==> src/sv/rlwe_dec_pkg.sv <==
// ============================================================================
// rlwe_dec_pkg
// Shared constants, state types and inter-module records of the ring
// decryption core.
// ============================================================================
package rlwe_dec_pkg;

    // Store geometry and field widths.
    localparam int MAX_DEGREE = 1024;
    localparam int ADDR_W     = $clog2(MAX_DEGREE);
    localparam int DEG_W      = ADDR_W + 1;
    localparam int COEFF_W    = 32;
    localparam int KEY_W      = 2;
    localparam int ACC_W      = 48;
    localparam int CNT_W      = $clog2(ACC_W);

    // Register reset values.
    localparam logic [DEG_W-1:0]   DEGREE_RESET  = DEG_W'(MAX_DEGREE);
    localparam logic [COEFF_W-1:0] MODULUS_RESET = COEFF_W'(12289);

    // Configuration register indexes.
    localparam logic REG_DEGREE  = 1'b0;
    localparam logic REG_MODULUS = 1'b1;

    // Input word kinds.
    localparam logic CMD_LOAD = 1'b0;
    localparam logic CMD_READ = 1'b1;

    // Two-bit key codes.
    localparam logic [KEY_W-1:0] KEY_ZERO      = 2'b00;
    localparam logic [KEY_W-1:0] KEY_MINUS_TWO = 2'b10;

    // Walker sequencer states.
    typedef enum logic [2:0] {
        W_IDLE,
        W_C0,
        W_WALK,
        W_DRAIN,
        W_DONE
    } walk_state_t;

    // Remainder unit states.
    typedef enum logic [1:0] {
        R_IDLE,
        R_DIV,
        R_DONE
    } red_state_t;

    // Read request to the coefficient stores.
    typedef struct packed {
        logic              en;
        logic [ADDR_W-1:0] coeff_addr;
        logic [ADDR_W-1:0] key_addr;
    } mem_rd_req_t;

    // Accumulated sum handed from the walker to the remainder unit.
    typedef struct packed {
        logic              valid;
        logic [ADDR_W-1:0] index;
        logic              error;
        logic [ACC_W-1:0]  acc;
    } red_req_t;

    // Finished coefficient from the remainder unit.
    typedef struct packed {
        logic               valid;
        logic [ADDR_W-1:0]  index;
        logic               error;
        logic [COEFF_W-1:0] value;
    } red_res_t;

endpackage

==> src/sv/rlwe_dec_reduce.sv <==
// ============================================================================
// rlwe_dec_reduce
// Bit-serial remainder unit: reduces the signed sum into [0, q), one bit of
// the magnitude per cycle. A modulus of zero stands for 2^32.
// ============================================================================
module rlwe_dec_reduce (
    input  logic                                clk,
    input  logic                                rst_n,
    input  rlwe_dec_pkg::red_req_t              req,
    input  logic [rlwe_dec_pkg::COEFF_W-1:0]    modulus,
    input  logic                                res_take,
    output logic                                ready,
    output rlwe_dec_pkg::red_res_t              res
);

    localparam int AW = rlwe_dec_pkg::ACC_W;
    localparam int CW = rlwe_dec_pkg::COEFF_W;
    localparam int NW = rlwe_dec_pkg::CNT_W;

    rlwe_dec_pkg::red_state_t state_reg, state_next;

    logic [AW-1:0]               mag_reg, mag_next;
    logic [CW:0]                 rem_reg, rem_next;
    logic [NW-1:0]               cnt_reg, cnt_next;
    logic                        neg_reg, neg_next;
    logic [CW-1:0]               lo_reg, lo_next;
    logic [rlwe_dec_pkg::ADDR_W-1:0] idx_reg, idx_next;
    logic                        err_reg, err_next;

    logic [CW:0]                 rem_sh;
    logic [CW:0]                 q_ext;
    logic                        last_step;

    assign q_ext     = {1'b0, modulus};
    assign rem_sh    = {rem_reg[CW-1:0], mag_reg[AW-1]};
    assign last_step = (cnt_reg == NW'(AW - 1));

    // Next state.
    always_comb
    begin
        state_next = state_reg;
        case (state_reg)
            rlwe_dec_pkg::R_IDLE:
            begin
                if (req.valid)
                begin
                    state_next = rlwe_dec_pkg::R_DIV;
                end
            end
            rlwe_dec_pkg::R_DIV:
            begin
                if (last_step)
                begin
                    state_next = rlwe_dec_pkg::R_DONE;
                end
            end
            rlwe_dec_pkg::R_DONE:
            begin
                if (res_take)
                begin
                    state_next = rlwe_dec_pkg::R_IDLE;
                end
            end
            default:
            begin
                state_next = rlwe_dec_pkg::R_IDLE;
            end
        endcase
    end

    // Outputs: the final fold of a negative sum happens on the way out.
    always_comb
    begin
        ready     = 1'b0;
        res.valid = 1'b0;
        res.index = idx_reg;
        res.error = err_reg;
        if (modulus == '0)
        begin
            res.value = lo_reg;
        end
        else if (neg_reg && rem_reg != '0)
        begin
            res.value = modulus - rem_reg[CW-1:0];
        end
        else
        begin
            res.value = rem_reg[CW-1:0];
        end
        case (state_reg)
            rlwe_dec_pkg::R_IDLE:
            begin
                ready = 1'b1;
            end
            rlwe_dec_pkg::R_DONE:
            begin
                res.valid = 1'b1;
            end
            default:
            begin
                ready = 1'b0;
            end
        endcase
    end

    // Restoring remainder step.
    always_comb
    begin
        mag_next = mag_reg;
        rem_next = rem_reg;
        cnt_next = cnt_reg;
        neg_next = neg_reg;
        lo_next  = lo_reg;
        idx_next = idx_reg;
        err_next = err_reg;
        if (state_reg == rlwe_dec_pkg::R_IDLE && req.valid)
        begin
            neg_next = req.acc[AW-1];
            mag_next = req.acc[AW-1] ? AW'(0) - req.acc : req.acc;
            lo_next  = req.acc[CW-1:0];
            rem_next = '0;
            cnt_next = '0;
            idx_next = req.index;
            err_next = req.error;
        end
        if (state_reg == rlwe_dec_pkg::R_DIV)
        begin
            mag_next = {mag_reg[AW-2:0], 1'b0};
            rem_next = (rem_sh >= q_ext) ? rem_sh - q_ext : rem_sh;
            cnt_next = cnt_reg + NW'(1);
        end
    end

    // Control register.
    always_ff @(posedge clk or negedge rst_n)
    begin
        if (!rst_n)
        begin
            state_reg <= rlwe_dec_pkg::R_IDLE;
        end
        else
        begin
            state_reg <= state_next;
        end
    end

    // Datapath registers.
    always_ff @(posedge clk)
    begin
        mag_reg <= mag_next;
        rem_reg <= rem_next;
        cnt_reg <= cnt_next;
        neg_reg <= neg_next;
        lo_reg  <= lo_next;
        idx_reg <= idx_next;
        err_reg <= err_next;
    end

endmodule

==> config.mk <==
export PLATFORM = sky130hd
export DESIGN_NAME = rlwe_dec_reduce
export DESIGN_NICKNAME = d
export VERILOG_FILES = /design/src/sv/rlwe_dec_pkg.sv /design/src/sv/rlwe_dec_reduce.sv
export SDC_FILE = /design/constraint.sdc
export NUM_CORES = 1
export LEC_CHECK = 0
export BUFFER_PORTS_ARGS = -buffer_cell sky130_fd_sc_hd__buf_2
export CAP_MARGIN = 20
export CORE_MARGIN = 5
export CORE_UTILIZATION = 26
export CTS_BUF_LIST = sky130_fd_sc_hd__clkbuf_4 sky130_fd_sc_hd__clkbuf_8
export CTS_CLUSTER_SIZE = 10
export DETAILED_ROUTE_END_ITERATION = 8
export PLACE_DENSITY = 0.39
export SETUP_SLACK_MARGIN = 0.4
export SLEW_MARGIN = 20
export SYNTH_ARGS = -nofsm -noshare
export SYNTH_HDL_FRONTEND = slang
export SYNTH_SLANG_ARGS = --single-unit
==> constraint.sdc <==
create_clock -name clk -period 5.4 [get_ports clk]
set_input_delay 0.54 -clock clk [delete_from_list [all_inputs] [get_ports clk]]
set_output_delay 0.54 -clock clk [all_outputs]
set_load 0.005 [all_outputs]
==> results summary, run 1 <==
The kind of path behind the tightest hold check is input pin to flip-flop. Timing would allow up to 215 MHz. The die covers 45300 um2.

The cell area after layout came out at about 12000 um2. The mean number of vias per cell came out at 5.03. In the final routed layout, each cell accounts on average for 19.4 um. After clock tree synthesis, the clock-pin slew on the worst setup and hold paths is around 90 ps.

The via count came out at 9628. The post-synthesis register bit count came out at ~130. The worst clock skew on the final layout is 18.0 ps. The post-detailed-routing wire length came out at 37.1 mm. The average instance area after synthesis came out at 8.52 um2. The effective utilization at floorplan is 26.2%.

The core utilization of the finished layout is a little under a third. The die span in x came out at 213 um. The hold violation count in the final report was 0.

The number of warnings reported in the yosys synthesis log came out at 0. The setup slack after placement is 1030 ps. Leaving out fill and tap cells, the most frequent cells in the layout are 161 x sky130_fd_sc_hd__nand2_1, 139 x sky130_fd_sc_hd__buf_2, 130 x sky130_fd_sc_hd__edfxtp_1. The type of element capturing the critical path is a primary output. The worst hold-check slack came out at just over 200 ps. The final setup violation count is 0.

The overall die height came out at 213 um. The count of unresolved DRC violations after routing came out at 0. The number of input and output port buffers inserted is 139.

Setup repair after global routing left no endpoint under its margin. The flow ran to the end, and the final reports show no timing, DRC or antenna violations. The standby leakage power came out at around 5 nW.

The floorplan step defined a core boundary enclosing 40700 um2. The measured slew at the worst slew-check pin came out at ~980 ps. The clock period minus final worst setup slack is 4650 ps. The number of nets with antenna violations after routing is 0.

The number of I/O pins is 140. The number of flip-flops in the largest register is 48. The setup TNS after final layout is 0 ps. The startpoint of the tightest hold check path is req[49].

The startpoint identified for the worst register-to-register timing path is mag_reg[47]. The layout overhead on the synthesized area came out at 16.3%. Counting distinct cell types in the post-synthesis netlist gives 72.

The classification of the worst setup path is flip-flop to primary output. The detailed-routed wire length on met2 came out at 17.2 mm. The wire length of the first global-routing pass is 57.5 mm. The clock tree root buffer cell is sky130_fd_sc_hd__clkbuf_8. The fill cell total of the finished layout came out at 4485. The internal cell power is 3.70 mW. The routed length on met3 is 1.42 mm.

The arrival time of data at the critical path endpoint came out at 4110 ps. Global routing consumed, over all layers together, 16.5% of the routing resources. The max-cap check violation count is 0. The fraction of post-synthesis cell area in the top cell type by area is 36.5%.

The pin count of the biggest net entering global routing is 55. The number of instances in the synthesized netlist came out at 1254. In the synthesized netlist the dominant register cell turns out to be sky130_fd_sc_hd__edfxtp_1. The H-tree level count is 4. The dominant cell type by area after synthesis is sky130_fd_sc_hd__edfxtp_1. The data required time of the critical path came out at 4860 ps. Routed signal wires occupy layers up through met4.

The final layout contains 1531 nets. The sequential fraction of the synthesis area came out at 37.2%. The sequential cell fraction of total power came out at 29.6%.

The TritonCTS sink count is 133. For this block, wires on met1 add up to 17.6 mm. In this run the post-CTS setup repair buffer count came out at 0.

The combinational share of power is between 50% and 60%. The largest fanout of any net on the critical path came out at 6. The final period utilization came out at 86.0%.

Sorting the synthesized cells by area gives the leading types as sky130_fd_sc_hd__edfxtp_1 37%, sky130_fd_sc_hd__ha_1 7.6%, sky130_fd_sc_hd__o21ai_0 5.8%. The site row count is 74. The final global-route overflow total came out at 0.

At the later pin of the worst-skew pair, clock insertion delay measures 510 ps. The initial antenna violation count is 2. The largest voltage drop on the vdd net is 0.194 mV. Tracing the worst setup path back leads to its startpoint at rem_reg[0].

The half-perimeter wire length of the detailed placement result is 28.4 mm. For this block, the initial DRC count from the detailed router was 881. The proportion of register bits with asynchronous set or reset after synthesis came out at 1.50%. In this run the power spent charging and discharging nets is 3.19 mW.

The worst setup path is launched from a flip-flop. The worst-case clock buffer depth came out at 2. Synthesis produced a netlist with a net count of 1416. The tightest slew margin relative to the limit came out at 34.2%. The net switching fraction of the power came out at 46.4%. Setup slack on the critical path of the routed design comes to 755 ps. The area of placed instances came out at 12000 um2. The number of enable flip-flop cells after synthesis came out at 130. The final weighted congestion of routability-driven global placement is 0.835. The number of iterations in the first detailed-routing pass came out at 5. Counting the buffers created by CTS gives 17.

The CTS tree is built. In this run the power density over the cells is 554 nW/um2. In this run, the clock network consumes 14.1% of the power.

The layout cell share with drive strength beyond 1 is roughly 15%. The via count of the first global-routing pass came out at 9522. The max-slew violation count is 0. The commonest non-fill, non-tap cell in the layout is sky130_fd_sc_hd__nand2_1. The cell area after synthesis came out at 10700 um2.
worst paths after layout:
path / cells after the start / slack, ps / to
min reg2reg: 2 / 470 / mag_reg[0]
min in group asynchronous: 2 / 340 / state_reg[0]
max: 11 / 750 / res[26]
min: 1 / 210 / idx_reg[0]
max in group asynchronous: 2 / 4970 / state_reg[1]
max reg2reg: 13 / 1460 / rem_reg[32]
critical path, cell delays in order (launching register included):
cell and delay [ps]:
sky130_fd_sc_hd__edfxtp_1 510, sky130_fd_sc_hd__ha_1 260, sky130_fd_sc_hd__fa_1 380, sky130_fd_sc_hd__nand2b_1 200, sky130_fd_sc_hd__a21oi_1 230, sky130_fd_sc_hd__o31ai_1 200
sky130_fd_sc_hd__a211oi_1 350, sky130_fd_sc_hd__o21ai_0 180, sky130_fd_sc_hd__a2111oi_1 520, sky130_fd_sc_hd__mux2_2 390, sky130_fd_sc_hd__a21oi_1 210, sky130_fd_sc_hd__buf_2 150
timing repair:
item,4_1_cts,5_1_grt
hold endpoints to repair,2,0
hold buffers,1,0
resized for setup,0,1
setup endpoints to repair,0,1
routing by layer:
metal  up-vias  GRT usage, %
met5         -             0
met4         0          5.54
met3        36          2.94
met2       187          26.4
met1      4560          22.6
li1       4845             -
layout make-up:
type | count | area, um2 | area share [%]
multi-input combinational | 986 | 6250 | 50.3
sequential | 133 | 3970 | 32.0
timing repair buffer | 153 | 816 | 6.56
tap | 532 | 666 | 5.36
inverter | 78 | 293 | 2.36
clock buffer | 17 | 234 | 1.88
clock inverter | 15 | 193 | 1.55
antenna | 2 | 5.00 | 0.0403
power by group through the flow:
| stage | Clock (mW) | Sequential, mW | Combinational (mW) |
|---|---|---|---|
| after floorplan | 0 | 1.91 | 2.72 |
| after global placement | 0 | 2.06 | 3.89 |
| after detailed placement | 0 | 2.05 | 3.88 |
| after CTS | 1.01 | 2.04 | 3.91 |
| after global routing | 1.04 | 2.08 | 4.41 |
| final | 0.973 | 2.04 | 3.88 |
stage by stage:
stage,cells,total power [mW]
floorplan,1254,4.63
global placement,1880,5.95
detailed placement,1880,5.94
CTS,1913,6.96
global route,1916,7.52
finish,1916,6.89
synth_stat cells, types with 22 or more instances:
cell	number
sky130_fd_sc_hd__nand3_1	30
sky130_fd_sc_hd__o21ai_0	124
sky130_fd_sc_hd__nand2_1	162
sky130_fd_sc_hd__edfxtp_1	130
sky130_fd_sc_hd__xor2_1	53
sky130_fd_sc_hd__ha_1	65
sky130_fd_sc_hd__a21oi_1	104
sky130_fd_sc_hd__a21o_1	28
sky130_fd_sc_hd__nor3_1	22
sky130_fd_sc_hd__inv_1	78
sky130_fd_sc_hd__xnor2_1	30
sky130_fd_sc_hd__nor2_1	91
sky130_fd_sc_hd__clkbuf_1	54
logic make-up after synthesis:
logic type | share of synthesized area [%]
XOR/XNOR | 6.80
flip-flops | 37.2
adder cells (fa/ha/maj) | 7.99
AND/OR/NAND/NOR | 19.7
buffers and inverters | 4.80
multiplexers | 0.878
AO/OA/AOI/OAI | 22.7
Note: power is estimated with default switching activity, not from simulation.
==> run 2: changes to the inputs <==
--- a/config.mk
+++ b/config.mk
@@ -5,14 +5,14 @@
 export SDC_FILE = /design/constraint.sdc
 export NUM_CORES = 1
 export LEC_CHECK = 0
-export BUFFER_PORTS_ARGS = -buffer_cell sky130_fd_sc_hd__buf_2
 export CAP_MARGIN = 20
 export CORE_MARGIN = 5
 export CORE_UTILIZATION = 26
 export CTS_BUF_LIST = sky130_fd_sc_hd__clkbuf_4 sky130_fd_sc_hd__clkbuf_8
 export CTS_CLUSTER_SIZE = 10
 export DETAILED_ROUTE_END_ITERATION = 8
-export PLACE_DENSITY = 0.39
+export DONT_BUFFER_PORTS = 1
+export PLACE_DENSITY = 0.36
 export SETUP_SLACK_MARGIN = 0.4
 export SLEW_MARGIN = 20
 export SYNTH_ARGS = -nofsm -noshare
==> constraint.sdc (replaced) <==
create_clock -name clk -period 5.4 [get_ports clk]
set_input_delay 1.08 -clock clk [delete_from_list [all_inputs] [get_ports clk]]
set_output_delay 1.08 -clock clk [all_outputs]
set_load 0.005 [all_outputs]
==> run 2 against run 1 <==
Effect of this change:
- sequential share of layout area grew 1.9 points
- power shrank 3.4%
- register-to-register slack gained 170 ps
- maximum frequency shrank 4.5%
- worst hold slack gained 62 ps
- sequential power is essentially flat
- core utilization shrank 1.7 points
- clock power shrank 14%
- largest power group unchanged
==> results summary, run 2 (synthesized netlist as in run 1, its figures left out) <==
The worst setup path is launched from an input pin. The half-perimeter wire length of the detailed placement result came out at 28.7 mm. In the finished design, the share of the clock period the worst path needs comes to around 90%. Setup violations remaining at the end of the flow were counted as 0. The die covers 45300 um2.

The overall die height came out at 213 um. The via count of the first global-routing pass came to 9075. Summed over all cells, the static leakage comes to ~4.5 nW.

The critical path in this run is classified as input pin to primary output. For this run, the share of the core covered by cells in the final layout is 28.8%. At the pin with the least slew margin, the transition time is 1000 ps. Including well taps, the total number of placed cells is 1747. TritonCTS built the clock tree. The final weighted congestion of routability-driven global placement is 0.851.

The TritonCTS buffer count came out at 17. The pin count of the biggest net entering global routing is 55. The setup slack after placement came out at 234 ps. The site row count is 74. The count of unresolved DRC violations after routing is 0. The layout overhead on the synthesized area is 9.72%. The total power came out at about 6.7 mW. The total power density per cell area is 567 nW/um2. Input and output buffers added on the ports amount to 0. Global routing consumed, over all layers together, 16.5% of the routing resources. The initial antenna violation count is 0. Based on the critical path, the design can be clocked at up to 206 MHz.

The number of antenna diodes came out at 0. The max-slew violation count is 0. STA classifies the critical path endpoint as a primary output. The area occupied by registers came out at slightly below 4000 um2.

The total overflow left after global routing is 0. In the final design database the tool counted 1399 nets. The setup TNS after final layout is 0 ps. The mean number of vias per cell came out at 5.11. In the final layout, the share of cells above drive strength 1 is between 7 and 8%.

The hold violation count in the final report is 0. The TritonCTS sink count came out at ~130. Once layout is done, the placed cells without fillers occupy around 12000 um2. The post-detailed-routing wire length came out at 37.4 mm. At the worst endpoint, the arrival time is 3780 ps. The data required time of the critical path came out at 4320 ps. The worst clock skew on the final layout came out at around 29 ps.

The detailed router placed 9113 vias in this run. The worst hold path belongs to the class input pin to asynchronous set/reset pin. The library cells used most frequently in the layout, excluding fill and tap cells, are 161 x sky130_fd_sc_hd__nand2_1, 130 x sky130_fd_sc_hd__edfxtp_1, 122 x sky130_fd_sc_hd__o21ai_0. The number of nets with antenna violations after routing is 0. In this run the clock root is driven by a sky130_fd_sc_hd__clkbuf_8. The run finished with clean final reports. The count of routing violations after the opening detailed-route iteration is 546. The clock latency reported for the late side of the worst-skew pair is 520 ps. The number of iterations in the first detailed-routing pass is 5.

The number of flip-flops in the largest register came out at 48. The tool flagged a number of max-cap violations equal to 0. The worst setup margin is 537 ps.

Clock-pin slew was measured on the worst setup and hold paths at 80 ps. The tightest slew margin relative to the limit is around a third. Setup repair after global routing could not meet its margin everywhere. The initial utilization of the core area, before any placement, comes to a little over a quarter. The die span in x is 213 um. The largest fanout of any net on the critical path came out at 3. The worst-case clock buffer depth is 2. The post-layout instance count excluding filler cells came out at 1782.

The H-tree level count came out at 4. The largest voltage drop on the vdd net came out at 0.193 mV. The multi-input logic area came out at 6270 um2. The wire length of the first global-routing pass came out at 56.8 mm.

After detailed routing, the average wire length per cell comes to between 20 and 25 um. The fill cell total of the finished layout came out at about 4400. Leaving out fill and tap cells, the most frequent cell in the layout is sky130_fd_sc_hd__nand2_1.

The floorplan core area is around 40000 um2. The worst hold-check slack came out at 268 ps. The area of placed instances came out at 11300 um2. The clock period minus final worst setup slack came out at 4860 ps.

The number of I/O pins is 140.
run 2: changes by cell type in the layout (fill, tap and decap cells not counted), moves of 3 or more:
| cell | change |
|---|---|
| sky130_fd_sc_hd__buf_2 | -139 |
| sky130_fd_sc_hd__buf_4 | +9 |
| sky130_fd_sc_hd__clkinv_4 | +3 |
| sky130_fd_sc_hd__inv_6 | -3 |
run 2: area by class of cell:
class	instances	area share (%)
clock buffers	17	2.00
inverters	78	2.50
multi-input cells	986	53.5
flip-flops and latches	133	33.9
clock inverters	15	1.11
repair buffers	21	1.34
well taps	532	5.68
run 2: worst max-delay path, cell delays in order:
cell and delay, ps:
sky130_fd_sc_hd__inv_1 20, sky130_fd_sc_hd__ha_1 210, sky130_fd_sc_hd__fa_1 390, sky130_fd_sc_hd__nand2b_1 200, sky130_fd_sc_hd__a21oi_2 180, sky130_fd_sc_hd__o31ai_1 140, sky130_fd_sc_hd__a211oi_2 280, sky130_fd_sc_hd__o21ai_0 180
sky130_fd_sc_hd__a2111oi_2 390, sky130_fd_sc_hd__buf_4 170, sky130_fd_sc_hd__mux2_2 340, sky130_fd_sc_hd__a21oi_2 200
run 2: repair_timing:
action	CTS	global route
setup endpoints to repair	4	5
hold buffers	0	0
resized for setup	3	7
setup buffers	1	2
pin swaps	0	1
run 2: worst paths after layout:
kind                           endpoint         from  slack, ps  depth (start not counted)
max                             res[26]   modulus[0]        540                         12
min                        state_reg[1]        rst_n        270                          0
max reg2reg                 rem_reg[32]  mag_reg[47]       1630                         14
min reg2reg                  mag_reg[0]   mag_reg[0]        470                          2
max in group asynchronous  state_reg[0]        rst_n       5070                          0
min in group clk             mag_reg[0]   mag_reg[0]        470                          2
run 2: report_power, final:
group | switching (mW) | internal (mW)
sequential | 0.300 | 1.72
combinational | 2.36 | 1.42
clock | 0.477 | 0.363
total | 3.14 | 3.51
run 2: layer usage:
layer / up-vias / track usage (%) / share of wire [%]
met2: 180 / 26.6 / 46
met1: 4331 / 21.9 / 47
met4: 0 / 4.70 / 2.0
met3: 32 / 4.22 / 5.2
li1: 4570 / - / -
met5: - / 0 / 0
