File: src/sv/rlwe_dec_pkg.sv
// ============================================================================
// rlwe_dec_pkg
// Shared constants, state types and inter-module records of the ring
// decryption core.
// ============================================================================
package rlwe_dec_pkg;

    // Store geometry and field widths.
    localparam int MAX_DEGREE = 1024;
    localparam int ADDR_W     = $clog2(MAX_DEGREE);
    localparam int DEG_W      = ADDR_W + 1;
    localparam int COEFF_W    = 32;
    localparam int KEY_W      = 2;
    localparam int ACC_W      = 48;
    localparam int CNT_W      = $clog2(ACC_W);

    // Register reset values.
    localparam logic [DEG_W-1:0]   DEGREE_RESET  = DEG_W'(MAX_DEGREE);
    localparam logic [COEFF_W-1:0] MODULUS_RESET = COEFF_W'(12289);

    // Configuration register indexes.
    localparam logic REG_DEGREE  = 1'b0;
    localparam logic REG_MODULUS = 1'b1;

    // Input word kinds.
    localparam logic CMD_LOAD = 1'b0;
    localparam logic CMD_READ = 1'b1;

    // Two-bit key codes.
    localparam logic [KEY_W-1:0] KEY_ZERO      = 2'b00;
    localparam logic [KEY_W-1:0] KEY_MINUS_TWO = 2'b10;

    // Walker sequencer states.
    typedef enum logic [2:0] {
        W_IDLE,
        W_C0,
        W_WALK,
        W_DRAIN,
        W_DONE
    } walk_state_t;

    // Remainder unit states.
    typedef enum logic [1:0] {
        R_IDLE,
        R_DIV,
        R_DONE
    } red_state_t;

    // Read request to the coefficient stores.
    typedef struct packed {
        logic              en;
        logic [ADDR_W-1:0] coeff_addr;
        logic [ADDR_W-1:0] key_addr;
    } mem_rd_req_t;

    // Accumulated sum handed from the walker to the remainder unit.
    typedef struct packed {
        logic              valid;
        logic [ADDR_W-1:0] index;
        logic              error;
        logic [ACC_W-1:0]  acc;
    } red_req_t;

    // Finished coefficient from the remainder unit.
    typedef struct packed {
        logic               valid;
        logic [ADDR_W-1:0]  index;
        logic               error;
        logic [COEFF_W-1:0] value;
    } red_res_t;

endpackage

File: src/sv/rlwe_dec_walk.sv
// ============================================================================
// rlwe_dec_walk
// Sequencer that walks the stores for one output coefficient and forms the
// exact signed sum c0[k] + sum of +-c1[i]*s[k-i mod N].
// ============================================================================
module rlwe_dec_walk (
    input  logic                                clk,
    input  logic                                rst_n,
    input  logic                                start,
    input  logic [rlwe_dec_pkg::ADDR_W-1:0]     start_index,
    input  logic [rlwe_dec_pkg::DEG_W-1:0]      degree,
    input  logic [rlwe_dec_pkg::COEFF_W-1:0]    rd_c0,
    input  logic [rlwe_dec_pkg::COEFF_W-1:0]    rd_c1,
    input  logic [rlwe_dec_pkg::KEY_W-1:0]      rd_key,
    input  logic                                red_ready,
    output rlwe_dec_pkg::mem_rd_req_t           rd_req,
    output rlwe_dec_pkg::red_req_t              red_req,
    output logic                                busy
);

    localparam int AW = rlwe_dec_pkg::ADDR_W;
    localparam int DW = rlwe_dec_pkg::DEG_W;
    localparam int XW = rlwe_dec_pkg::ACC_W - rlwe_dec_pkg::COEFF_W;

    rlwe_dec_pkg::walk_state_t state_reg, state_next;

    logic [AW-1:0]                  i_reg, i_next;
    logic [AW-1:0]                  kidx_reg, kidx_next;
    logic                           wrap_reg, wrap_next;
    logic [AW-1:0]                  k_reg, k_next;
    logic                           err_reg, err_next;
    logic [rlwe_dec_pkg::ACC_W-1:0] acc_reg, acc_next;
    logic                           pend_c0_reg, pend_term_reg, pend_neg_reg;

    logic [DW-1:0]                  last_i;
    logic                           in_range;
    logic [rlwe_dec_pkg::ACC_W-1:0] term_mag;
    logic                           term_sub;

    assign last_i   = degree - DW'(1);
    assign in_range = {1'b0, start_index} < degree;

    // Next state.
    always_comb
    begin
        state_next = state_reg;
        case (state_reg)
            rlwe_dec_pkg::W_IDLE:
            begin
                if (start)
                begin
                    state_next = in_range ? rlwe_dec_pkg::W_C0 : rlwe_dec_pkg::W_DONE;
                end
            end
            rlwe_dec_pkg::W_C0:
            begin
                state_next = rlwe_dec_pkg::W_WALK;
            end
            rlwe_dec_pkg::W_WALK:
            begin
                if ({1'b0, i_reg} == last_i)
                begin
                    state_next = rlwe_dec_pkg::W_DRAIN;
                end
            end
            rlwe_dec_pkg::W_DRAIN:
            begin
                state_next = rlwe_dec_pkg::W_DONE;
            end
            rlwe_dec_pkg::W_DONE:
            begin
                if (red_ready)
                begin
                    state_next = rlwe_dec_pkg::W_IDLE;
                end
            end
            default:
            begin
                state_next = rlwe_dec_pkg::W_IDLE;
            end
        endcase
    end

    // Outputs: memory addresses and the hand-over to the remainder unit.
    always_comb
    begin
        rd_req.en         = 1'b0;
        rd_req.coeff_addr = i_reg;
        rd_req.key_addr   = kidx_reg;
        red_req.valid     = 1'b0;
        red_req.index     = k_reg;
        red_req.error     = err_reg;
        red_req.acc       = acc_reg;
        busy              = 1'b1;
        case (state_reg)
            rlwe_dec_pkg::W_IDLE:
            begin
                busy = 1'b0;
            end
            rlwe_dec_pkg::W_C0:
            begin
                rd_req.en         = 1'b1;
                rd_req.coeff_addr = k_reg;
            end
            rlwe_dec_pkg::W_WALK:
            begin
                rd_req.en = 1'b1;
            end
            rlwe_dec_pkg::W_DONE:
            begin
                red_req.valid = 1'b1;
            end
            default:
            begin
                rd_req.en = 1'b0;
            end
        endcase
    end

    // Key product: zero, one or two times c1, with its sign.
    always_comb
    begin
        term_mag = {{XW{1'b0}}, rd_c1};
        if (rd_key == rlwe_dec_pkg::KEY_MINUS_TWO)
        begin
            term_mag = {term_mag[rlwe_dec_pkg::ACC_W-2:0], 1'b0};
        end
        if (rd_key == rlwe_dec_pkg::KEY_ZERO)
        begin
            term_mag = '0;
        end
        term_sub = rd_key[1] ^ pend_neg_reg;
    end

    // Index walk and accumulation.
    always_comb
    begin
        i_next    = i_reg;
        kidx_next = kidx_reg;
        wrap_next = wrap_reg;
        k_next    = k_reg;
        err_next  = err_reg;
        acc_next  = acc_reg;
        if (state_reg == rlwe_dec_pkg::W_IDLE && start)
        begin
            k_next   = start_index;
            err_next = !in_range;
            acc_next = '0;
        end
        if (state_reg == rlwe_dec_pkg::W_C0)
        begin
            i_next    = '0;
            kidx_next = k_reg;
            wrap_next = 1'b0;
        end
        if (state_reg == rlwe_dec_pkg::W_WALK)
        begin
            i_next = i_reg + AW'(1);
            if (kidx_reg == '0)
            begin
                // Past index zero the key index wraps and terms change sign.
                kidx_next = last_i[AW-1:0];
                wrap_next = 1'b1;
            end
            else
            begin
                kidx_next = kidx_reg - AW'(1);
            end
        end
        if (pend_c0_reg)
        begin
            acc_next = acc_reg + {{XW{1'b0}}, rd_c0};
        end
        else if (pend_term_reg)
        begin
            acc_next = term_sub ? acc_reg - term_mag : acc_reg + term_mag;
        end
    end

    // Control registers.
    always_ff @(posedge clk or negedge rst_n)
    begin
        if (!rst_n)
        begin
            state_reg     <= rlwe_dec_pkg::W_IDLE;
            pend_c0_reg   <= 1'b0;
            pend_term_reg <= 1'b0;
        end
        else
        begin
            state_reg     <= state_next;
            pend_c0_reg   <= (state_reg == rlwe_dec_pkg::W_C0);
            pend_term_reg <= (state_reg == rlwe_dec_pkg::W_WALK);
        end
    end

    // Datapath registers.
    always_ff @(posedge clk)
    begin
        i_reg        <= i_next;
        kidx_reg     <= kidx_next;
        wrap_reg     <= wrap_next;
        k_reg        <= k_next;
        err_reg      <= err_next;
        acc_reg      <= acc_next;
        pend_neg_reg <= wrap_reg;
    end

endmodule

File: config.mk
export PLATFORM = sky130hd
export DESIGN_NAME = rlwe_dec_walk
export DESIGN_NICKNAME = d
export VERILOG_FILES = /design/src/sv/rlwe_dec_pkg.sv /design/src/sv/rlwe_dec_walk.sv
export SDC_FILE = /design/constraint.sdc
export NUM_CORES = 1
export LEC_CHECK = 0
export CORE_ASPECT_RATIO = 0.5
export CORE_UTILIZATION = 30
export CTS_BUF_LIST = sky130_fd_sc_hd__clkbuf_8
export CTS_CLUSTER_DIAMETER = 40
export DETAILED_ROUTE_END_ITERATION = 10
export DONT_BUFFER_PORTS = 1
export GPL_TIMING_DRIVEN = 0
export MAX_ROUTING_LAYER = met4
export PLACE_DENSITY = 0.52
export SYNTH_ARGS = -nofsm -noshare
export SYNTH_HDL_FRONTEND = slang
export SYNTH_SLANG_ARGS = --single-unit
File: constraint.sdc
create_clock -name clk -period 5.9 [get_ports clk]
set_input_delay 1.18 -clock clk [delete_from_list [all_inputs] [get_ports clk]]
set_output_delay 1.18 -clock clk [all_outputs]
set_load 0.02 [all_outputs]
==> results by group, run 1 <==
Run status
  • Status: complete, no violations

Place
  • Dpl ws: -1.22 ns
  • Gpl congestion: roughly 0.95
  • Placement Cell Area: 0.0109 sq mm
  • Post-DP HPWL: 29600 um
  • Port buffer count: 0
  • Placed cells: approximately 1700

STA
  • # setup viols final: 0
  • Final Cycle Share: 0.970
  • Min Tclk post-route: 5.72 ns
  • Final Hold Fails: 0
  • RSZ-0062 raised after global routing: false
  • Hold Worst Slack: 0.365 ns
  • Max_slew headroom: 0.246
  • Final worst slack: roughly 0.18 ns
  • Worst-Margin Slew: 1.13 ns
  • Achievable Freq: 175 MHz
  • Final Max Slew Viols: 0
  • Skew final: 0.0222 ns

Drt
  • First-pass DRT Iterations: 5
  • Remaining antenna violation count after routing: 0
  • WL per Instance: 21.2 um
  • Via count: 10100
  • # DRC: 0
  • Initial DRC Count: 837
  • DRT Wirelength: 37000 um
  • DR vias/cell: 5.80

Power and ir drop
  • Peak VDD IR: 0.178 mV
  • Final Power: 0.00665 W
  • Cell Pwr Density: 586 mW/mm^2
  • Leakage: 4.29 nW

Setup path
  • Crit. End Element: register
  • Req. time, crit path: 6.04 ns
  • Crit-path cells: clkbuf_8 > buf_2 > clkbuf_4 > buf_2 > a22oi_2 > ha_2 > nand4_1 > nor2_2 > nand2_2 > nor2_4 > o21ai_0 > o22ai_1 > a21oi_2 > ha_2 > a21oi_2 > o211ai_1 > a221o_1 > nor3_1 > o21ai_1 > a31oi_2 > o21ai_1 > a31oi_1 > xor2_1 > o22ai_1
  • Worst Path Arrival: 5.86 ns
  • Slowest library cell on the worst path: a221o_1
  • Critical path type: primary input to register
  • Critical path's largest stage delay: approximately 0.37 ns
  • Worst Path Buf+Inv: 4
  • Crit Path Max Fanout: 10
  • Crit start category: primary input
  • Cell family with most CP delay: compound AO/OA/AOI/OAI gates

Global routing
  • Vias in the first global route: between 9000 and 10000
  • GRT overflow: 0
  • All-Layer GR Usage: 0.214
  • Pin count of the biggest net entering global routing: 32
  • First-pass GRT wire length: 56600 um
  • Antenna violations before repair: 1

Layout
  • Most frequent cells in the layout: o21ai_0 (123), nand2_1 (112), nor2_1 (101)
  • Most common cell after layout, fill and taps aside: o21ai_0
  • Layout cell share with drive strength beyond 1: 0.0886
  • Final Instance Area: 0.0113 sq mm
  • Fill cells: 3492
  • Max reg flops: 48
  • Synth-to-layout area growth: 9.87%
  • Fin cells: 1740
  • Fin nets: between 1000 and 1500

Logic synthesis
  • Synth warn: 0
  • Post-synth cell types: 87
  • Syn Std Cell Area: between 0.01 and 0.015 sq mm
  • Syn Inst Count: 1274
  • Syn_nets: about 1500
  • Seq/Total Area, Yosys: 0.246
  • Mean post-synth cell area: 8.10 sq um
  • Synthesized flop and latch total: 86
  • Primary FF master, synth: edfxtp_1
  • Post-synth ARST share: 0.0581
  • Post-synth EDFFs: 79

Floorplanning
  • Core Box Area: 0.0335 sq mm
  • Die extent in y: 133 um
  • # rows: 47
  • IO Count: 173
  • Chip width: approximately 260 um
  • Initial Util: 0.308
  • Die area: 0.0352 sq mm

Run
  • MaxCap Viol Count: 0

Clocking
  • Clock Path Buffers: 2
  • CTS tree: built
  • Clk slew on worst S/H paths: approximately 0.12 ns
  • Hold-fix buffers, CTS: 0
  • H-Tree Depth: 3
  • Clock buffer count from CTS: 9
  • Clock tree sinks: 86
  • Root Driver: clkbuf_8
  • Latest clock arrival within the worst-skew pair: 0.44 ns

Min path
  • Min-Delay Path Class: register to register
==> routing by layer <==
| metal | global-route usage | wire length, um |
|---|---|---|
| met5 | - | 0 |
| met4 | 0.0646 | 904 |
| met3 | 0.0307 | 1980 |
| met2 | 0.348 | 17400 |
| met1 | 0.276 | 16600 |
==> worst paths after layout <==
check                                startpoint                        to  slack (ns)  depth (start not counted)
min in group asynchronous                 rst_n  state_reg[2]$_DFFE_PN0P_        0.44                          0
setup reg to reg           pend_neg_reg$_DFF_P_     acc_reg[46]$_DFFE_PP_        0.82                         15
setup / recovery                      rd_key[0]     acc_reg[39]$_DFFE_PP_        0.18                         24
hold reg to reg                wrap_reg$_DFF_P_      pend_neg_reg$_DFF_P_        0.37                          0
max in group asynchronous                 rst_n  state_reg[0]$_DFFE_PN0P_        5.39                          0
hold / removal                 wrap_reg$_DFF_P_      pend_neg_reg$_DFF_P_        0.37                          0
==> report_power, final <==
group | switching (W) | leakage, nW | total (W) | internal [W]
Combinational | 0.00263 | 3.32 | 0.00435 | 0.00172
Sequential | 0.000681 | 0.868 | 0.00183 | 0.00115
Clock | 0.000300 | 0.106 | 0.000472 | 0.000172
Total | 0.00361 | 4.29 | 0.00665 | 0.00304
==> metrics by stage <==
| step | util | setup TNS, ns |
|---|---|---|
| finish | 0.339 | 0 |
| CTS | 0.334 | 0 |
| global route | 0.339 | 0 |
| detailed placement | 0.326 | -20.05 |
| floorplan | - | 0 |
| global placement | 0.325 | -20.26 |
==> worst reg2reg max path, delay by kind of cell (launching register included) <==
family                   cells  cell delay [ns]
flip-flops                   1             0.47
buffers and inverters        2             0.61
AO/OA/AOI/OAI               10             2.25
AND/OR/NAND/NOR              1             0.20
XOR/XNOR                     1             0.87
adder cells (fa/ha/maj)      1             0.53
==> synthesized netlist by cell type (11+ instances only) <==
library cell | instances | area share
a21o_1 | 39 | 0.028
a21oi_1 | 104 | 0.050
a22oi_1 | 19 | 0.014
a31oi_1 | 17 | 0.010
and3_1 | 11 | 0.0067
clkbuf_1 | 28 | 0.010
edfxtp_1 | 79 | 0.23
ha_1 | 93 | 0.11
inv_1 | 50 | 0.018
mux2_2 | 11 | 0.012
nand2_1 | 113 | 0.041
nand2b_1 | 18 | 0.011
nand3_1 | 27 | 0.013
nand4_1 | 21 | 0.013
nor2_1 | 104 | 0.038
nor3_1 | 25 | 0.012
o211ai_1 | 11 | 0.0080
o21ai_0 | 128 | 0.062
o22ai_1 | 52 | 0.032
or3_1 | 12 | 0.0073
xnor2_1 | 77 | 0.065
xor2_1 | 62 | 0.053
==> layout make-up <==
cell class,instances,area (sq um),area share
Sequential cell,86,2540,0.224
Clock buffer,9,124,0.0109
Multi-Input combinational cell,1088,7520,0.663
Buffer,48,256,0.0226
Timing Repair Buffer,8,72.6,0.00640
Tap cell,441,552,0.0487
Inverter,52,195,0.0172
Clock inverter,7,83.8,0.00739
Antenna cell,1,2.50,0.000221
==> cell families after synthesis <==
logic type / Yosys count / synth area share
AOI/OAI and AO/OA: 470 / 0.290
and+or+nand+nor: 372 / 0.174
xor gates and xnor gates: 139 / 0.118
buffers and inverters: 100 / 0.0429
adders and majority gates: 95 / 0.117
DFF: 86 / 0.246
muxes: 12 / 0.0130
==> repair_timing <==
action / 4_1_cts / 5_1_grt
pin swaps: 4 / 5
setup buffers: 3 / 4
endpoints found under the setup margin: 20 / 18
gates resized for setup: 18 / 30
Note: power is estimated with default switching activity, not from simulation.
==> run 2, diff against run 1 <==
Settings changed: CORE_MARGIN from default to 1.5.
==> run 2 against run 1 <==
Effect of this change: worst setup slack got worse by 0.018 ns; flip-flop and latch count did not move; utilization fell by 0.15 points; worst hold slack better by 0.038 ns; total power is 0.41% lower; sequential share of layout area up 0.097 points; cell area shrank 0.43%; clock power fell by 2%; global-route usage decreased by 0.30 points; first-iteration DRC count shrank 8.4%; non-clock buffer count unchanged; sequential power barely moved.
==> results by group, run 2 (synthesis gave the netlist of run 1 again) <==
Floorplanning
  • Initial Util: 0.308
  • IO Count: 173
  • Die extent in y: 134 um
  • Core Box Area: 0.0335 sq mm
  • Chip width: ~270 um
  • # rows: 47
  • Die area: 0.0356 sq mm

Layout
  • Fin cells: 1739
  • # diodes: 0
  • Layout cell share with drive strength beyond 1: 0.0801
  • Most common cell after layout, fill and taps aside: o21ai_0
  • Max reg flops: 48
  • Most frequent cells in the layout: o21ai_0 (126), nand2_1 (113), nor2_1 (103)
  • Fin nets: 1479
  • Synth-to-layout area growth: 9.39%

Global routing
  • All-Layer GR Usage: 0.211
  • First-pass GRT wire length: 56400 um
  • Vias in the first global route: 9550
  • GRT overflow: 0
  • Antenna violations before repair: 0
  • Pin count of the biggest net entering global routing: 33

Drt
  • DRT Wirelength: 37000 um
  • Remaining antenna violation count after routing: 0
  • DR vias/cell: 5.80
  • Via count: 10100
  • Initial DRC Count: approximately 770
  • WL per Instance: around 21 um
  • First-pass DRT Iterations: 5
  • # DRC: 0

Clocking
  • Hold-fix buffers, CTS: 0
  • Latest clock arrival within the worst-skew pair: 0.43 ns
  • H-Tree Depth: 3
  • Root Driver: clkbuf_8
  • Clock tree sinks: 86
  • Clock buffer count from CTS: 9
  • Clock Path Buffers: 2
  • CTS tree: built
  • Clk slew on worst S/H paths: 0.11 ns

Place
  • Gpl congestion: roughly 0.98
  • Post-DP HPWL: 29700 um
  • Port buffer count: 0
  • Placed cells: 1716

Setup path
  • Worst Path Buf+Inv: 2
  • Req. time, crit path: 6.04 ns
  • Crit start category: primary input
  • Crit-path cells: buf_4 > nor2b_2 > clkbuf_4 > a22oi_2 > ha_1 > nand4_1 > nor2_1 > nand2_1 > nor2_4 > o21ai_0 > o22ai_1 > a21oi_1 > ha_1 > a21oi_1 > o211ai_1 > a221o_1 > nor3_1 > o21ai_1 > a31oi_1 > o21ai_0 > a31oi_1 > xor2_1 > o22ai_1
  • Critical path's largest stage delay: approximately 0.43 ns
  • Cell family with most CP delay: compound AO/OA/AOI/OAI gates
  • Critical path type: primary input to register
  • Crit. End Element: register
  • Crit Path Max Fanout: 10
  • Worst Path Arrival: 5.88 ns
  • Slowest library cell on the worst path: ha_1

STA
  • Skew final: 0.0187 ns
  • # setup viols final: 0
  • Final Cycle Share: 0.973
  • Max_slew headroom: 0.237
  • Setup tns final: 0 ns
  • Min Tclk post-route: around 5.7 ns
  • Achievable Freq: 174 MHz
  • Final Hold Fails: 0
  • Worst-Margin Slew: roughly 1.1 ns
  • Final Max Slew Viols: 0
  • Hold Worst Slack: 0.403 ns

Run
  • MaxCap Viol Count: 0

Power and ir drop
  • Peak VDD IR: roughly 0.22 mV
  • Final Power: 0.00662 W
  • Cell Pwr Density: 586 mW/mm^2
  • Leakage: about 4.3 nW

Run status
  • Status: complete, no violations

Min path
  • Min-Delay Path Class: register to register
run 2: cell count changes in the layout (fill, tap and decap cells not counted), sizes merged:
cell	previous run	this run
clkinv	4	5
diode	1	0
inv	55	54
run 2: final timing paths:
path                                      startpoint                       end  slack (ns)  cells past startpoint
worst min-delay path                wrap_reg$_DFF_P_      pend_neg_reg$_DFF_P_        0.40                      0
max in group asynchronous                      rst_n  state_reg[1]$_DFFE_PN0P_        5.39                      0
worst max register to register  pend_neg_reg$_DFF_P_     acc_reg[46]$_DFFE_PP_        0.87                     15
worst min register to register      wrap_reg$_DFF_P_      pend_neg_reg$_DFF_P_        0.40                      0
min in group asynchronous                      rst_n  state_reg[2]$_DFFE_PN0P_        0.44                      0
worst max-delay path                       rd_key[1]     acc_reg[39]$_DFFE_PP_        0.16                     23
run 2: power breakdown:
group          switching, W  total [W]  internal, W  leakage [nW]
registers          0.000681    0.00183      0.00115         0.868
clock network      0.000291   0.000464     0.000172         0.107
logic               0.00262    0.00433      0.00170          3.32
total               0.00359    0.00662      0.00303          4.29
run 2: per-layer routing:
metal	wire (um)	share of wire	vias up	track usage
li1	-	-	4833	-
met1	16700	0.45	4880	0.274
met2	17800	0.48	320	0.349
met3	1820	0.049	50	0.0274
met4	697	0.019	0	0.0517
met5	0	0	-	-
run 2: what timing repair did:
| action | 4_1_cts | 5_1_grt |
|---|---|---|
| pin swaps | 5 | 4 |
| gates resized for setup | 16 | 15 |
| setup buffers | 4 | 4 |
| setup endpoints to repair | 23 | 12 |
| gates cloned | 0 | 0 |
run 2: layout make-up:
type                    count  area (sq um)
plain buffers              47           254
clock buffers               9           124
clock inverters             7          88.8
fillers                  3510         22200
inverters                  52           195
multi-input cells        1088          7460
flip-flops and latches     86          2540
well taps                 441           552
repair buffers              9          80.1
run 2: metrics by stage:
stage	setup slack, ns	util	area (sq um)
CTS	0.0699	0.335	11200
global placement	-1.24	0.325	10900
floorplan	0.272	-	10300
finish	0.158	0.337	11300
global route	-0.0451	0.337	11300
detailed placement	-1.20	0.326	10900
==> run 3, diff against run 2 <==
Clock period 5.9 ns to 5.45 ns, I/O delays scaled along.
==> run 3 against run 2 <==
Effect of this change: register-to-register slack worse by 0.38 ns; cell count up 1.0%; utilization up 1.0 points; non-clock buffer count up 17; cell area up 3.1%; sequential share of layout area down 0.67 points; critical path type unchanged; largest power group unchanged.
==> results by group, run 3 (synthesis gave the netlist of run 1 again) <==
Clocking
  • Clock Path Buffers: 2
  • Clock tree sinks: 86
  • H-Tree Depth: 3
  • Latest clock arrival within the worst-skew pair: 0.43 ns
  • CTS tree: built
  • Root Driver: clkbuf_8
  • Clock buffer count from CTS: 9
  • Clk slew on worst S/H paths: around 0.11 ns

Drt
  • Remaining antenna violation count after routing: 0
  • DR vias/cell: 5.82
  • DRT Wirelength: approximately 38000 um
  • Initial DRC Count: roughly 900
  • # DRC: 0
  • Via count: between 10000 and 15000
  • First-pass DRT Iterations: 5
  • WL per Instance: 21.4 um

STA
  • Final Cycle Share: 0.978
  • Max_slew headroom: 0.232
  • Final Max Slew Viols: 0
  • Skew final: ~0.02 ns
  • Final worst slack: 0.120 ns
  • Achievable Freq: 188 MHz
  • # setup viols final: 0
  • Worst-Margin Slew: 1.15 ns
  • Final Hold Fails: 0
  • Min Tclk post-route: between 5 and 6 ns
  • Setup tns final: 0 ns
  • RSZ-0062 raised after global routing: true

Setup path
  • Critical path's largest stage delay: 0.40 ns
  • Reg2reg start: pend_neg_reg$_DFF_P_
  • WP depth: 24
  • CP startpoint: rd_key[0]
  • Req. time, crit path: ~5.6 ns
  • Crit path to: acc_reg[39]$_DFFE_PP_
  • Crit. End Element: register
  • Worst Path Buf+Inv: 4
  • Reg2Reg Depth: 19
  • Critical path type: primary input to register
  • Crit Path Max Fanout: 10
  • Cell family with most CP delay: compound AO/OA/AOI/OAI gates
  • Slowest library cell on the worst path: a221o_1
  • Reg2Reg Capture Point: acc_reg[46]$_DFFE_PP_
  • Crit-path cells: clkbuf_8 > buf_4 > clkbuf_8 > buf_4 > a22oi_2 > ha_2 > nand4_1 > nor2_2 > nand2_2 > nor2_4 > o21ai_0 > o22ai_1 > a21oi_2 > ha_4 > a21oi_2 > o211ai_1 > a221o_1 > nor3_2 > o21ai_2 > a31oi_2 > o21ai_1 > a31oi_1 > xor2_1 > o22ai_1
  • Crit start category: primary input
  • R2r setup slk: roughly 0.49 ns
  • Worst Path Arrival: about 5.5 ns

Run
  • MaxCap Viol Count: 0

Global routing
  • GRT overflow: 0
  • All-Layer GR Usage: 0.212
  • Vias in the first global route: around 9700
  • First-pass GRT wire length: 57000 um
  • Pin count of the biggest net entering global routing: 22
  • Antenna violations before repair: 1

Layout
  • Most frequent cells in the layout: o21ai_0 (118), nand2_1 (111), nor2_1 (99)
  • Fin nets: 1496
  • Most common cell after layout, fill and taps aside: o21ai_0
  • Synth-to-layout area growth: 12.8%
  • Fin cells: 1757
  • Layout cell share with drive strength beyond 1: 0.116
  • Max reg flops: 48
  • Fill cells: 3482

Power and ir drop
  • Cell Pwr Density: 635 mW/mm^2
  • Final Power: 0.00739 W
  • Peak VDD IR: 0.236 mV
  • Leakage: 4.42 nW

Floorplanning
  • Die extent in y: roughly 130 um
  • Chip width: 265 um
  • Core Box Area: 0.0335 sq mm
  • Initial Util: 0.308
  • # rows: 47
  • IO Count: 173
  • Die area: 0.0356 sq mm

Place
  • Post-DP HPWL: 29800 um
  • Port buffer count: 0
  • Placed cells: around 1700
  • Dpl ws: -1.39 ns
  • Gpl congestion: 0.975

Run status
  • Status: complete, no violations

Min path
  • Min-Delay Path Class: primary input to asynchronous set/reset pin
==> run 3: changes by cell type in the layout (fill, tap and decap cells not counted), moves of 3 or more <==
cell	delta
a21oi_1	-7
a21oi_2	+7
a31oi_1	-3
a31oi_2	+3
buf_4	+18
ha_1	-3
ha_4	+3
nor2_1	-4
o21ai_0	-8
o21ai_1	+5
o21ai_2	+3
==> run 3: cell type report <==
type | count | area, sq um | share of cell area
Multi-Input combinational cell | 1088 | 7650 | 0.657
Sequential cell | 86 | 2540 | 0.218
Tap cell | 441 | 552 | 0.0474
Buffer | 47 | 263 | 0.0226
Timing Repair Buffer | 26 | 235 | 0.0202
Inverter | 52 | 195 | 0.0168
Clock buffer | 9 | 124 | 0.0106
Clock inverter | 7 | 83.8 | 0.00720
Antenna cell | 1 | 2.50 | 0.000215
==> run 3: how the worst min path moves through the flow <==
stage / from / end / slack [ns]
after floorplan: wrap_reg$_DFF_P_ / pend_neg_reg$_DFF_P_ / 0.33
after global placement: wrap_reg$_DFF_P_ / pend_neg_reg$_DFF_P_ / 0.34
after detailed placement: wrap_reg$_DFF_P_ / pend_neg_reg$_DFF_P_ / 0.34
after CTS: rst_n / state_reg[2]$_DFFE_PN0P_ / 0.33
after global routing: rst_n / state_reg[2]$_DFFE_PN0P_ / 0.32
final: rst_n / state_reg[2]$_DFFE_PN0P_ / 0.35
==> run 3: per-stage QoR <==
step,cell area [sq um],utilization,hold slack [ns]
2_1_floorplan,10300,-,0.331
3_3_place_gp,10900,0.325,0.342
3_5_place_dp,10900,0.327,0.343
4_1_cts,11300,0.338,0.326
5_1_grt,11600,0.348,0.323
6_report,11600,0.348,0.347
==> run 3: what timing repair did <==
item,4_1_cts,5_1_grt
resized for setup,29,49
hold buffers,0,0
buffers inserted,9,15
pin swaps,10,30
endpoints found under the setup margin,27,20
==> run 3: power breakdown <==
part	total [W]	switching, W	internal (W)
Clock	0.000509	0.000323	0.000186
Combinational	0.00488	0.00291	0.00197
Sequential	0.00199	0.000748	0.00125
==> run 3: layer usage <==
metal / vias up / track usage / part of all wire
met1: 4985 / 0.270 / 0.44
li1: 4860 / - / -
met5: - / - / 0
met2: 326 / 0.344 / 0.48
met3: 56 / 0.0375 / 0.059
met4: 0 / 0.0625 / 0.021
